### config.mk
export PLATFORM = sky130hd
export DESIGN_NAME = srtf_task_scheduler_unit_flat
export DESIGN_NICKNAME = d
export VERILOG_FILES = /design/src/sv/srtf_pkg.sv /design/src/sv/srtf_in_if.sv /design/src/sv/srtf_out_if.sv /design/src/sv/srtf_ram.sv /design/src/sv/srtf_div.sv /design/src/sv/srtf_task_scheduler_unit.sv /design/src/flat_wrapper.sv
export SDC_FILE = /design/constraint.sdc
export NUM_CORES = 2
export LEC_CHECK = 0
export ABC_CLOCK_PERIOD_IN_PS = 15200
export BUFFER_PORTS_ARGS = -buffer_cell sky130_fd_sc_hd__buf_4
export CAP_MARGIN = 20
export CELL_PAD_IN_SITES_DETAIL_PLACEMENT = 0
export CELL_PAD_IN_SITES_GLOBAL_PLACEMENT = 1
export CORE_MARGIN = 3
export CORE_UTILIZATION = 55
export CTS_BUF_LIST = sky130_fd_sc_hd__clkbuf_8
export DETAILED_ROUTE_END_ITERATION = 8
export GPL_ROUTABILITY_DRIVEN = 0
export GPL_TIMING_DRIVEN = 0
export PLACE_DENSITY_LB_ADDON = 0.1
export REMOVE_ABC_BUFFERS = 1
export SLEW_MARGIN = 20
export SYNTH_ARGS = -nofsm -noshare
export SYNTH_HDL_FRONTEND = slang
export SYNTH_SLANG_ARGS = --single-unit
### constraint.sdc
create_clock -name i_clk -period 15.2 [get_ports i_clk]
set_input_delay 3.04 -clock i_clk [delete_from_list [all_inputs] [get_ports i_clk]]
set_output_delay 3.04 -clock i_clk [all_outputs]
set_load 0.05 [all_outputs]
### src/sv/srtf_pkg.sv
// Shared widths, types and constants of the SRTF scheduler.
`timescale 1ns / 1ps
package srtf_pkg;

    localparam int MAX_TASKS_DEF = 16;

    localparam int ARR_W  = 16;
    localparam int RUN_W  = 16;
    localparam int TIME_W = 21;
    localparam int ID_W   = 5;
    localparam int CNT_W  = 5;
    localparam int WQ_W   = 29;
    localparam int SUMT_W = 25;
    localparam int SUMW_W = 33;
    localparam int ENT_W  = ARR_W + RUN_W + RUN_W;
    localparam int Q_SH   = 8;

    localparam logic [TIME_W-1:0] TIME_MAX = '1;
    localparam logic [SUMT_W-1:0] SUMT_MAX = '1;
    localparam logic [SUMW_W-1:0] SUMW_MAX = '1;

    localparam logic ACT_LOAD = 1'b0;
    localparam logic ACT_STEP = 1'b1;

    typedef struct packed {
        logic busy;
        logic done;
    } t_div_stat;

    typedef struct packed {
        logic [ID_W-1:0]   task_id;
        logic              switched;
        logic              finished;
        logic [TIME_W-1:0] turnaround;
        logic [WQ_W-1:0]   weighted_turnaround_q8;
        logic [SUMT_W-1:0] total_turnaround;
        logic [SUMW_W-1:0] total_weighted_q8;
        logic [CNT_W-1:0]  completed_count;
        logic              all_done;
    } t_result;

endpackage

### src/sv/srtf_in_if.sv
// Input channel: load or step word with valid/ready handshake.
`timescale 1ns / 1ps
interface srtf_in_if;
    logic                      valid;
    logic                      ready;
    logic                      action;
    logic [srtf_pkg::ARR_W-1:0] arrival_time;
    logic [srtf_pkg::RUN_W-1:0] run_time;

    modport source (output valid, action, arrival_time, run_time, input ready);
    modport sink (input valid, action, arrival_time, run_time, output ready);
endinterface

### src/sv/srtf_out_if.sv
// Output channel: one result word per step, valid/ready handshake.
`timescale 1ns / 1ps
interface srtf_out_if;
    logic                        valid;
    logic                        ready;
    logic [srtf_pkg::ID_W-1:0]   task_id;
    logic                        switched;
    logic                        finished;
    logic [srtf_pkg::TIME_W-1:0] turnaround;
    logic [srtf_pkg::WQ_W-1:0]   weighted_turnaround_q8;
    logic [srtf_pkg::SUMT_W-1:0] total_turnaround;
    logic [srtf_pkg::SUMW_W-1:0] total_weighted_q8;
    logic [srtf_pkg::CNT_W-1:0]  completed_count;
    logic                        all_done;

    modport source (output valid, task_id, switched, finished, turnaround,
                    weighted_turnaround_q8, total_turnaround, total_weighted_q8,
                    completed_count, all_done, input ready);
    modport sink (input valid, task_id, switched, finished, turnaround,
                  weighted_turnaround_q8, total_turnaround, total_weighted_q8,
                  completed_count, all_done, output ready);
endinterface

### src/sv/srtf_ram.sv
// Generic single-write, single-read RAM with registered read data.
`timescale 1ns / 1ps
module srtf_ram #(
    parameter int WIDTH = 8,
    parameter int DEPTH = 16
) (
    input  logic                     i_clk,
    input  logic                     i_we,
    input  logic [$clog2(DEPTH)-1:0] i_waddr,
    input  logic [WIDTH-1:0]         i_wdata,
    input  logic [$clog2(DEPTH)-1:0] i_raddr,
    output logic [WIDTH-1:0]         o_rdata
);

    logic [WIDTH-1:0] r_mem [DEPTH];
    logic [WIDTH-1:0] r_rdata;

    always_ff @(posedge i_clk) begin
        if (i_we) begin
            r_mem[i_waddr] <= i_wdata;
        end
        r_rdata <= r_mem[i_raddr];
    end

    assign o_rdata = r_rdata;

endmodule

### src/sv/srtf_div.sv
// Restoring divider, one quotient bit per cycle, for Q8 weighted turnaround.
`timescale 1ns / 1ps
module srtf_div (
    input  logic                          i_clk,
    input  logic                          i_rst_n,
    input  logic                          i_start,
    input  logic [srtf_pkg::WQ_W-1:0]     i_dividend,
    input  logic [srtf_pkg::RUN_W-1:0]    i_divisor,
    output logic [srtf_pkg::WQ_W-1:0]     o_quot,
    output srtf_pkg::t_div_stat           o_stat
);

    localparam int QW  = srtf_pkg::WQ_W;
    localparam int DW  = srtf_pkg::RUN_W;
    localparam int SCW = $clog2(QW + 1);

    logic           r_busy, n_busy;
    logic           r_done, n_done;
    logic [SCW-1:0] r_cnt, n_cnt;
    logic [DW:0]    r_rem, n_rem;
    logic [QW-1:0]  r_quo, n_quo;
    logic [DW-1:0]  r_dsr, n_dsr;
    logic [DW:0]    rem_sh;
    logic           ge;

    assign rem_sh = {r_rem[DW-1:0], r_quo[QW-1]};
    assign ge     = rem_sh >= {1'b0, r_dsr};

    always_comb begin
        n_busy = r_busy;
        n_done = 1'b0;
        n_cnt  = r_cnt;
        n_rem  = r_rem;
        n_quo  = r_quo;
        n_dsr  = r_dsr;
        if (i_start) begin
            n_busy = 1'b1;
            n_cnt  = SCW'(QW);
            n_rem  = '0;
            n_quo  = i_dividend;
            n_dsr  = i_divisor;
        end else if (r_busy) begin
            n_rem = ge ? (rem_sh - {1'b0, r_dsr}) : rem_sh;
            n_quo = {r_quo[QW-2:0], ge};
            n_cnt = r_cnt - 1'b1;
            if (r_cnt == SCW'(1)) begin
                n_busy = 1'b0;
                n_done = 1'b1;
            end
        end
    end

    always_ff @(posedge i_clk) begin
        if (!i_rst_n) begin
            r_busy <= 1'b0;
            r_done <= 1'b0;
            r_cnt  <= '0;
        end else begin
            r_busy <= n_busy;
            r_done <= n_done;
            r_cnt  <= n_cnt;
        end
        r_rem <= n_rem;
        r_quo <= n_quo;
        r_dsr <= n_dsr;
    end

    assign o_quot      = r_quo;
    assign o_stat.busy = r_busy;
    assign o_stat.done = r_done;

endmodule

### src/sv/srtf_task_scheduler_unit.sv
// Top level of the shortest-remaining-time-first task scheduler.
//
// Usage:
//   i_in carries words with action, arrival_time and run_time. A load word
//   (action 0) stores the next task (ids 1..MAX_TASKS) and gives no result;
//   loads beyond MAX_TASKS are dropped. A step word (action 1) runs one time
//   unit and gives exactly one result word on o_out.
//   A step makes two passes through the task memory (earliest arrival,
//   then least remaining time), then an update state and a registered output.
//   When the task completes, the bit-serial divider computes the Q8 weighted
//   turnaround. A step with no live task skips the passes and answers from
//   the idle state.
//   One word is in work at a time; i_in.ready is high only when the
//   block is idle and the result register is empty.
//   A stalled o_out holds its word and blocks further input until taken.
//   Reset clears task liveness, counts, time and totals; the task memory
//   is not cleared, no clearing pass is needed.
`timescale 1ns / 1ps
module srtf_task_scheduler_unit #(
    parameter int MAX_TASKS = srtf_pkg::MAX_TASKS_DEF
) (
    input  logic         i_clk,
    input  logic         i_rst_n,
    srtf_in_if.sink      i_in,
    srtf_out_if.source   o_out
);

    localparam int CW = $clog2(MAX_TASKS + 1);
    localparam int IW = $clog2(MAX_TASKS);
    localparam int AW = srtf_pkg::ARR_W;
    localparam int RW = srtf_pkg::RUN_W;
    localparam int TW = srtf_pkg::TIME_W;
    localparam int EW = srtf_pkg::ENT_W;

    localparam logic [2:0] S_IDLE = 3'd0;
    localparam logic [2:0] S_P1   = 3'd1;
    localparam logic [2:0] S_P2   = 3'd2;
    localparam logic [2:0] S_UPD  = 3'd3;
    localparam logic [2:0] S_DIV  = 3'd4;

    logic [2:0]                   r_state, n_state;
    logic [CW-1:0]                r_loaded, n_loaded;
    logic [CW-1:0]                r_live_cnt, n_live_cnt;
    logic [MAX_TASKS-1:0]         r_live, n_live;
    logic [CW-1:0]                r_idx, n_idx;
    logic                         r_found, n_found;
    logic [IW-1:0]                r_pick_idx, n_pick_idx;
    logic [AW-1:0]                r_pick_arr, n_pick_arr;
    logic [RW-1:0]                r_pick_run, n_pick_run;
    logic [RW-1:0]                r_pick_rem, n_pick_rem;
    logic [TW-1:0]                r_time, n_time;
    logic [CW-1:0]                r_prev, n_prev;
    logic [TW-1:0]                r_turn, n_turn;
    logic [srtf_pkg::SUMT_W-1:0]  r_sum_t, n_sum_t;
    logic [srtf_pkg::SUMW_W-1:0]  r_sum_w, n_sum_w;
    logic [srtf_pkg::CNT_W-1:0]   r_done_cnt, n_done_cnt;
    logic                         r_ovld, n_ovld;
    srtf_pkg::t_result            r_res, n_res;

    logic                         in_fire;
    logic                         we;
    logic [IW-1:0]                waddr;
    logic [EW-1:0]                wdata;
    logic [EW-1:0]                rdata;
    logic [AW-1:0]                rd_arr;
    logic [RW-1:0]                rd_run;
    logic [RW-1:0]                rd_rem;
    logic [RW-1:0]                ld_run;
    logic [IW-1:0]                e_idx;
    logic                         e_ok;
    logic                         take1, take2;
    logic [TW-1:0]                t_max, t_new, turn_new;
    logic [RW-1:0]                rem_m1;
    logic [CW-1:0]                id_full;
    logic                         div_start;
    logic [srtf_pkg::WQ_W-1:0]    div_quot;
    srtf_pkg::t_div_stat          div_stat;
    logic [srtf_pkg::SUMT_W:0]    sum_t_wide;
    logic [srtf_pkg::SUMW_W:0]    sum_w_wide;

    assign in_fire = i_in.valid && i_in.ready;
    assign i_in.ready = (r_state == S_IDLE) && !r_ovld;

    assign rd_arr = rdata[EW-1 -: AW];
    assign rd_run = rdata[RW+RW-1 -: RW];
    assign rd_rem = rdata[RW-1:0];
    assign ld_run = (i_in.run_time == '0) ? RW'(1) : i_in.run_time;

    // entry read last cycle is evaluated while the next address is presented
    assign e_idx = IW'(r_idx - 1'b1);
    assign e_ok  = (r_idx != '0) && r_live[e_idx];
    assign take1 = e_ok && (!r_found || rd_arr < r_pick_arr);
    assign take2 = e_ok && (({{(TW-AW){1'b0}}, rd_arr} <= r_time) || rd_arr == r_pick_arr)
                   && rd_rem < r_pick_rem;

    assign t_max    = (r_time < {{(TW-AW){1'b0}}, r_pick_arr}) ?
                      {{(TW-AW){1'b0}}, r_pick_arr} : r_time;
    assign t_new    = (t_max != srtf_pkg::TIME_MAX) ? t_max + 1'b1 : t_max;
    assign turn_new = t_new - {{(TW-AW){1'b0}}, r_pick_arr};
    assign rem_m1   = r_pick_rem - 1'b1;
    assign id_full  = CW'(r_pick_idx) + 1'b1;

    assign we    = (in_fire && i_in.action == srtf_pkg::ACT_LOAD
                    && r_loaded < CW'(MAX_TASKS)) || (r_state == S_UPD);
    assign waddr = (r_state == S_UPD) ? r_pick_idx : r_loaded[IW-1:0];
    assign wdata = (r_state == S_UPD) ? {r_pick_arr, r_pick_run, rem_m1}
                                      : {i_in.arrival_time, ld_run, ld_run};

    assign div_start = (r_state == S_UPD) && (rem_m1 == '0);

    assign sum_t_wide = {1'b0, r_sum_t} + (srtf_pkg::SUMT_W + 1)'(r_turn);
    assign sum_w_wide = {1'b0, r_sum_w} + (srtf_pkg::SUMW_W + 1)'(div_quot);

    srtf_ram #(
        .WIDTH (EW),
        .DEPTH (MAX_TASKS)
    ) u_ram (
        .i_clk   (i_clk),
        .i_we    (we),
        .i_waddr (waddr),
        .i_wdata (wdata),
        .i_raddr (r_idx[IW-1:0]),
        .o_rdata (rdata)
    );

    // divider latches its operands in UPD, so the dividend comes from turn_new
    srtf_div u_div (
        .i_clk      (i_clk),
        .i_rst_n    (i_rst_n),
        .i_start    (div_start),
        .i_dividend ({turn_new, {srtf_pkg::Q_SH{1'b0}}}),
        .i_divisor  (r_pick_run),
        .o_quot     (div_quot),
        .o_stat     (div_stat)
    );

    always_comb begin
        n_state    = r_state;
        n_loaded   = r_loaded;
        n_live_cnt = r_live_cnt;
        n_live     = r_live;
        n_idx      = r_idx;
        n_found    = r_found;
        n_pick_idx = r_pick_idx;
        n_pick_arr = r_pick_arr;
        n_pick_run = r_pick_run;
        n_pick_rem = r_pick_rem;
        n_time     = r_time;
        n_prev     = r_prev;
        n_turn     = r_turn;
        n_sum_t    = r_sum_t;
        n_sum_w    = r_sum_w;
        n_done_cnt = r_done_cnt;
        n_ovld     = r_ovld && !o_out.ready;
        n_res      = r_res;

        unique case (r_state)
            S_IDLE: begin
                if (in_fire) begin
                    if (i_in.action == srtf_pkg::ACT_LOAD) begin
                        if (r_loaded < CW'(MAX_TASKS)) begin
                            n_live[r_loaded[IW-1:0]] = 1'b1;
                            n_loaded   = r_loaded + 1'b1;
                            n_live_cnt = r_live_cnt + 1'b1;
                        end
                    end else if (r_live_cnt == '0) begin
                        n_ovld = 1'b1;
                        n_res.task_id                = '0;
                        n_res.switched               = 1'b0;
                        n_res.finished               = 1'b0;
                        n_res.turnaround             = '0;
                        n_res.weighted_turnaround_q8 = '0;
                        n_res.total_turnaround       = r_sum_t;
                        n_res.total_weighted_q8      = r_sum_w;
                        n_res.completed_count        = r_done_cnt;
                        n_res.all_done               = 1'b1;
                    end else begin
                        n_state = S_P1;
                        n_idx   = '0;
                        n_found = 1'b0;
                    end
                end
            end
            S_P1: begin
                if (take1) begin
                    n_found    = 1'b1;
                    n_pick_idx = e_idx;
                    n_pick_arr = rd_arr;
                    n_pick_run = rd_run;
                    n_pick_rem = rd_rem;
                end
                if (r_idx == r_loaded) begin
                    n_idx   = '0;
                    n_state = S_P2;
                end else begin
                    n_idx = r_idx + 1'b1;
                end
            end
            S_P2: begin
                if (take2) begin
                    n_pick_idx = e_idx;
                    n_pick_arr = rd_arr;
                    n_pick_run = rd_run;
                    n_pick_rem = rd_rem;
                end
                if (r_idx == r_loaded) begin
                    n_state = S_UPD;
                end else begin
                    n_idx = r_idx + 1'b1;
                end
            end
            S_UPD: begin
                n_time = t_new;
                n_prev = id_full;
                n_turn = turn_new;
                n_res.task_id  = srtf_pkg::ID_W'(id_full);
                n_res.switched = (r_prev != id_full);
                if (rem_m1 == '0) begin
                    n_live[r_pick_idx] = 1'b0;
                    n_live_cnt = r_live_cnt - 1'b1;
                    n_state    = S_DIV;
                end else begin
                    n_ovld  = 1'b1;
                    n_state = S_IDLE;
                    n_res.finished               = 1'b0;
                    n_res.turnaround             = '0;
                    n_res.weighted_turnaround_q8 = '0;
                    n_res.total_turnaround       = r_sum_t;
                    n_res.total_weighted_q8      = r_sum_w;
                    n_res.completed_count        = r_done_cnt;
                    n_res.all_done               = (r_live_cnt == '0);
                end
            end
            S_DIV: begin
                if (div_stat.done) begin
                    n_sum_t = sum_t_wide[srtf_pkg::SUMT_W] ? srtf_pkg::SUMT_MAX
                                                           : sum_t_wide[srtf_pkg::SUMT_W-1:0];
                    n_sum_w = sum_w_wide[srtf_pkg::SUMW_W] ? srtf_pkg::SUMW_MAX
                                                           : sum_w_wide[srtf_pkg::SUMW_W-1:0];
                    n_done_cnt = r_done_cnt + 1'b1;
                    n_ovld     = 1'b1;
                    n_state    = S_IDLE;
                    n_res.finished               = 1'b1;
                    n_res.turnaround             = r_turn;
                    n_res.weighted_turnaround_q8 = div_quot;
                    n_res.total_turnaround       = n_sum_t;
                    n_res.total_weighted_q8      = n_sum_w;
                    n_res.completed_count        = n_done_cnt;
                    n_res.all_done               = (r_live_cnt == '0);
                end
            end
            default: begin
                n_state = S_IDLE;
            end
        endcase
    end

    always_ff @(posedge i_clk) begin
        if (!i_rst_n) begin
            r_state    <= S_IDLE;
            r_loaded   <= '0;
            r_live_cnt <= '0;
            r_live     <= '0;
            r_idx      <= '0;
            r_found    <= 1'b0;
            r_time     <= '0;
            r_prev     <= '0;
            r_sum_t    <= '0;
            r_sum_w    <= '0;
            r_done_cnt <= '0;
            r_ovld     <= 1'b0;
        end else begin
            r_state    <= n_state;
            r_loaded   <= n_loaded;
            r_live_cnt <= n_live_cnt;
            r_live     <= n_live;
            r_idx      <= n_idx;
            r_found    <= n_found;
            r_time     <= n_time;
            r_prev     <= n_prev;
            r_sum_t    <= n_sum_t;
            r_sum_w    <= n_sum_w;
            r_done_cnt <= n_done_cnt;
            r_ovld     <= n_ovld;
        end
        r_pick_idx <= n_pick_idx;
        r_pick_arr <= n_pick_arr;
        r_pick_run <= n_pick_run;
        r_pick_rem <= n_pick_rem;
        r_turn     <= n_turn;
        r_res      <= n_res;
    end

    assign o_out.valid                  = r_ovld;
    assign o_out.task_id                = r_res.task_id;
    assign o_out.switched               = r_res.switched;
    assign o_out.finished               = r_res.finished;
    assign o_out.turnaround             = r_res.turnaround;
    assign o_out.weighted_turnaround_q8 = r_res.weighted_turnaround_q8;
    assign o_out.total_turnaround       = r_res.total_turnaround;
    assign o_out.total_weighted_q8      = r_res.total_weighted_q8;
    assign o_out.completed_count        = r_res.completed_count;
    assign o_out.all_done               = r_res.all_done;

`ifndef NO_ASSERTIONS
    a_live_le_loaded: assert property (@(posedge i_clk) disable iff (!i_rst_n)
        r_live_cnt <= r_loaded)
        else $error("live task count exceeds loaded count");

    a_all_done_empty: assert property (@(posedge i_clk) disable iff (!i_rst_n)
        (o_out.valid && o_out.all_done) |-> (r_live_cnt == '0))
        else $error("all_done reported with live tasks remaining");

    a_div_done_state: assert property (@(posedge i_clk) disable iff (!i_rst_n)
        div_stat.done |-> (r_state == S_DIV))
        else $error("divider finished outside of its wait state");

    a_div_start_idle: assert property (@(posedge i_clk) disable iff (!i_rst_n)
        div_start |-> !div_stat.busy)
        else $error("divider restarted while busy");
`endif

endmodule

### src/flat_wrapper.sv
// flat-port wrapper written by rule: the top's interface ports become plain ports
module srtf_task_scheduler_unit_flat 
#(
    parameter int MAX_TASKS = srtf_pkg::MAX_TASKS_DEF
)
  (i_clk, i_rst_n, i_in_valid, i_in_action, i_in_arrival_time, i_in_run_time, i_in_ready, o_out_valid, o_out_task_id, o_out_switched, o_out_finished, o_out_turnaround, o_out_weighted_turnaround_q8, o_out_total_turnaround, o_out_total_weighted_q8, o_out_completed_count, o_out_all_done, o_out_ready);
  srtf_in_if i_in_i ();
  srtf_out_if o_out_i ();
  input  logic i_clk;
  input  logic i_rst_n;
  input wire logic [$bits(i_in_i.valid)-1:0] i_in_valid;
  input wire logic [$bits(i_in_i.action)-1:0] i_in_action;
  input wire logic [$bits(i_in_i.arrival_time)-1:0] i_in_arrival_time;
  input wire logic [$bits(i_in_i.run_time)-1:0] i_in_run_time;
  output wire logic [$bits(i_in_i.ready)-1:0] i_in_ready;
  output wire logic [$bits(o_out_i.valid)-1:0] o_out_valid;
  output wire logic [$bits(o_out_i.task_id)-1:0] o_out_task_id;
  output wire logic [$bits(o_out_i.switched)-1:0] o_out_switched;
  output wire logic [$bits(o_out_i.finished)-1:0] o_out_finished;
  output wire logic [$bits(o_out_i.turnaround)-1:0] o_out_turnaround;
  output wire logic [$bits(o_out_i.weighted_turnaround_q8)-1:0] o_out_weighted_turnaround_q8;
  output wire logic [$bits(o_out_i.total_turnaround)-1:0] o_out_total_turnaround;
  output wire logic [$bits(o_out_i.total_weighted_q8)-1:0] o_out_total_weighted_q8;
  output wire logic [$bits(o_out_i.completed_count)-1:0] o_out_completed_count;
  output wire logic [$bits(o_out_i.all_done)-1:0] o_out_all_done;
  input wire logic [$bits(o_out_i.ready)-1:0] o_out_ready;
  assign i_in_i.valid = i_in_valid;
  assign i_in_i.action = i_in_action;
  assign i_in_i.arrival_time = i_in_arrival_time;
  assign i_in_i.run_time = i_in_run_time;
  assign i_in_ready = i_in_i.ready;
  assign o_out_valid = o_out_i.valid;
  assign o_out_task_id = o_out_i.task_id;
  assign o_out_switched = o_out_i.switched;
  assign o_out_finished = o_out_i.finished;
  assign o_out_turnaround = o_out_i.turnaround;
  assign o_out_weighted_turnaround_q8 = o_out_i.weighted_turnaround_q8;
  assign o_out_total_turnaround = o_out_i.total_turnaround;
  assign o_out_total_weighted_q8 = o_out_i.total_weighted_q8;
  assign o_out_completed_count = o_out_i.completed_count;
  assign o_out_all_done = o_out_i.all_done;
  assign o_out_i.ready = o_out_ready;
  srtf_task_scheduler_unit #(.MAX_TASKS(MAX_TASKS)) u_core (.i_clk(i_clk), .i_rst_n(i_rst_n), .i_in(i_in_i), .o_out(o_out_i));
endmodule
==> qor.csv <==
stage;metric;value;unit
run_status;status;completed;
setup_path;cp_common_cell;a21oi_1;
grt;grt_pass1_vias;31990;
grt;overflow;0;
clocking;cts.sinks;1203;
timing;max_freq;118.3;MHz
detailed_routing;drc;0;
floorplan;io_pins;160;
logic_synthesis;postSynthAreaPerCell;14.80;um2
setup_path;critPathKind;register to register;
setup_path;worstSetupStartpointType;register;
place;place_inst;4843;
finish;fin_area;59990;um2
finish;nNetsFinal;3989;
setup_path;crit_family;compound AO/OA/AOI/OAI gates;
detailed_routing;postRouteAntennaNets;0;
detailed_routing;first_pass_iters;5;
clocking;h-tree-depth;4;
grt;antenna_found_initial;3;
finish;area_growth_syn_to_layout;15.53;%
min_path;hold_path_class;register to register;
finish;mostFrequentLayoutCell;edfxtp_1;
logic_synthesis;yosys_warnings;0;
setup_path;slowest_stage;o21ai_2;
clocking;cts_root_buf;clkbuf_8;
timing;drv_slew;0;
timing;holdWs;0.3948;ns
logic_synthesis;synth.largest_area_cell;edfxtp_1;
place;numPortBuffers;159;
timing;worstMarginPinSlew;1.074;ns
floorplan;die_w;313.3;um
detailed_routing;dr.first_iter.drc_count;2636;
timing;finalHoldViolations;0;
clocking;ctsHoldBuffers;0;
logic_synthesis;yosys_most_used_dff;edfxtp_1;
finish;final_cell_mix;edfxtp_1, nand2_1, mux4_2, clkbuf_8;
setup_path;cp.arrival;9.17;ns
clocking;clock_latency;0.86;ns
detailed_routing;vias;31270;
grt;track_usage;26.06;%
logic_synthesis;synth_cells;3508;
timing;maxSlewHeadroom;28.37;%
logic_synthesis;async_flop_share;0;%
timing;clock_skew;0.03073;ns
clocking;cts_buffers;190;
logic_synthesis;netlist_area;51930;um2
place;place_hpwl;85.77;mm
setup_path;worst-path-buf-inv;1;
clocking;clk_pin_slew;0.07;ns
grt;grt_pass1_wl;193.0;mm
place;placed_cell_area;56200;um2
clocking;postCtsResizedCells;0;
setup_path;r2r_slack;6.75;ns
clocking;clockBufferDepth;3;
grt;grt_max_degree;80;
setup_path;worstPathMaxFanout;43;
clocking;cts_tree;done;
logic_synthesis;seq_area_frac_synth;65.64;%
setup_path;r2r_cells;30;
flow_run;cap_violations;0;
logic_synthesis;synth.top_cell.area_share;57.77;%
floorplan;die_h;313.3;um
floorplan;die-area;98140;um2
detailed_routing;wirelength;127.0;mm
floorplan;rows;112;
min_path;worstHoldStart;u_core.u_ram.o_rdata[16]$_DFF_P_;
timing;finalSetupViolCount;0;
logic_synthesis;yosysUniqueCellTypes;76;
floorplan;initial_core_util;55.55;%
timing;rsz0062_at_grt;false;
logic_synthesis;synth-edff-count;999;
floorplan;core;93470;um2
logic_synthesis;synth_area_leaders;edfxtp_1, mux4_2, dfxtp_1;
timing;fin_crit;8.455;ns
setup_path;r2r_end;u_core.u_div.o_quot[28]$_DFFE_PP_;
min_path;worstHoldPathCells;0;
min_path;min_to;u_core.r_pick_run[0]$_DFFE_PP_;
setup_path;reg2reg_from;u_core.r_pick_arr[1]$_DFFE_PP_;
finish;stdcell_count;5201;
power;p_leak;21.12;nW
power;ir_drop;0.0001086;V
clocking;postCtsSetupBuffers;0;
detailed_routing;vias_per_cell;6.012;
timing;fin_crit_sh;55.62;%
setup_path;slowest_delay;0.63;ns
setup_path;end_kind;register;
finish;drive_gt1_share;20.53;%
power;powerDensity;127.7;nW/um2
setup_path;worstPathRequired;15.92;ns
detailed_routing;wl_per_cell;24.42;um
logic_synthesis;synth-seq-cells;1203;
report_power, final:
part | switching, mW | internal [mW] | leakage, nW
clock | 1.27 | 1.44 | 2.20
sequential | 0.0832 | 3.77 | 10.7
combinational | 0.670 | 0.433 | 8.20
layer usage:
metal	global-route usage, %	part of all wire, %	up-vias
met3	4.192	5.7	257
met2	44.71	51	1110
met5	0	0.010	-
li1	-	-	14100
met4	10.09	3.3	2
met1	33.56	40	15810
cell type report:
| type | count | area (um2) |
|---|---|---|
| fill | 6768 | 33480 |
| clock inverter | 142 | 845.8 |
| timing repair buffer | 246 | 3107 |
| inverter | 111 | 424.2 |
| tap | 1254 | 1569 |
| antenna | 1 | 2.502 |
| clock buffer | 213 | 2932 |
| sequential | 1203 | 34100 |
| multi-input combinational | 2031 | 17010 |
logic make-up after synthesis:
| family | synth area share (%) |
|---|---|
| adders and majority gates | 4.144 |
| AOI/OAI and AO/OA | 6.942 |
| and+or+nand+nor | 7.359 |
| xor gates and xnor gates | 2.342 |
| DFF | 65.64 |
| buffers and inverters | 2.019 |
| muxes | 11.56 |
state kept, by name (all words and copies together), names as in the netlist, 16 cells and up:
name,cells
u_core.u_ram.o_rdata,48
u_core.r_sum_t,25
u_core.u_ram.r_mem,768
u_core.r_pick_run,16
u_core.r_pick_rem,16
u_core.r_live,16
u_core.o_out.turnaround,21
u_core.o_out.weighted_turnaround_q8,29
u_core.o_out.total_turnaround,25
u_core.u_div.o_quot,29
u_core.u_div.r_dsr,16
u_core.r_turn,21
u_core.u_div.r_rem,16
u_core.r_time,21
u_core.r_pick_arr,16
u_core.r_sum_w,33
u_core.o_out.total_weighted_q8,33
per-stage QoR:
step / setup TNS (ns) / setup slack (ns) / power [mW] / util (%)
floorplan: 0 / 0.8986 / 4.748 / -
global placement: -408.45 / -6.747 / 5.119 / 57.83
detailed placement: 0 / 6.820 / 5.039 / 60.12
CTS: 0 / 6.787 / 7.737 / 64.17
global route: 0 / 6.263 / 7.969 / 64.18
finish: 0 / 6.745 / 7.663 / 64.18
cell usage after synthesis (4+ instances only):
cell type,instances
a21boi_0,5
a31oi_1,22
nor2_1,223
nor3_1,47
inv_1,111
and2_1,7
edfxtp_1,999
buf_1,27
o21ai_0,234
o21a_1,23
o21bai_1,11
o32ai_1,4
nand3_1,64
a211oi_1,13
nor2b_1,24
a21o_1,42
o41ai_1,4
and3_1,67
nand2_1,270
mux4_2,244
a21oi_1,192
o31ai_1,6
a2111oi_0,4
xor2_1,45
or2_2,6
clkbuf_1,124
or3_1,4
nand4_1,42
mux2_2,12
nand3b_1,7
fa_1,5
nand2b_1,26
a211o_1,4
ha_1,164
xnor2_1,92
nor4_1,13
buf_2,10
dfxtp_1,204
mux2i_1,37
nor4b_1,5
and4_1,5
o211ai_1,4
how the worst max path moves through the flow:
stage,from,end,slack [ns],depth (start not counted)
finish,u_core.r_pick_arr[1]$_DFFE_PP_,u_core.u_div.o_quot[28]$_DFFE_PP_,6.75,30
global route,u_core.r_pick_arr[1]$_DFFE_PP_,u_core.u_div.o_quot[28]$_DFFE_PP_,6.26,30
CTS,u_core.r_pick_arr[1]$_DFFE_PP_,u_core.u_div.o_quot[28]$_DFFE_PP_,6.79,30
detailed placement,u_core.r_pick_arr[1]$_DFFE_PP_,u_core.u_div.o_quot[28]$_DFFE_PP_,6.82,30
global placement,u_core.r_idx[0]$_SDFFE_PN0P_,u_core.r_pick_run[15]$_DFFE_PP_,-6.75,7
floorplan,u_core.r_idx[0]$_SDFFE_PN0P_,u_core.r_pick_arr[0]$_DFFE_PP_,0.90,7
Power figures use the tool's default switching activity.
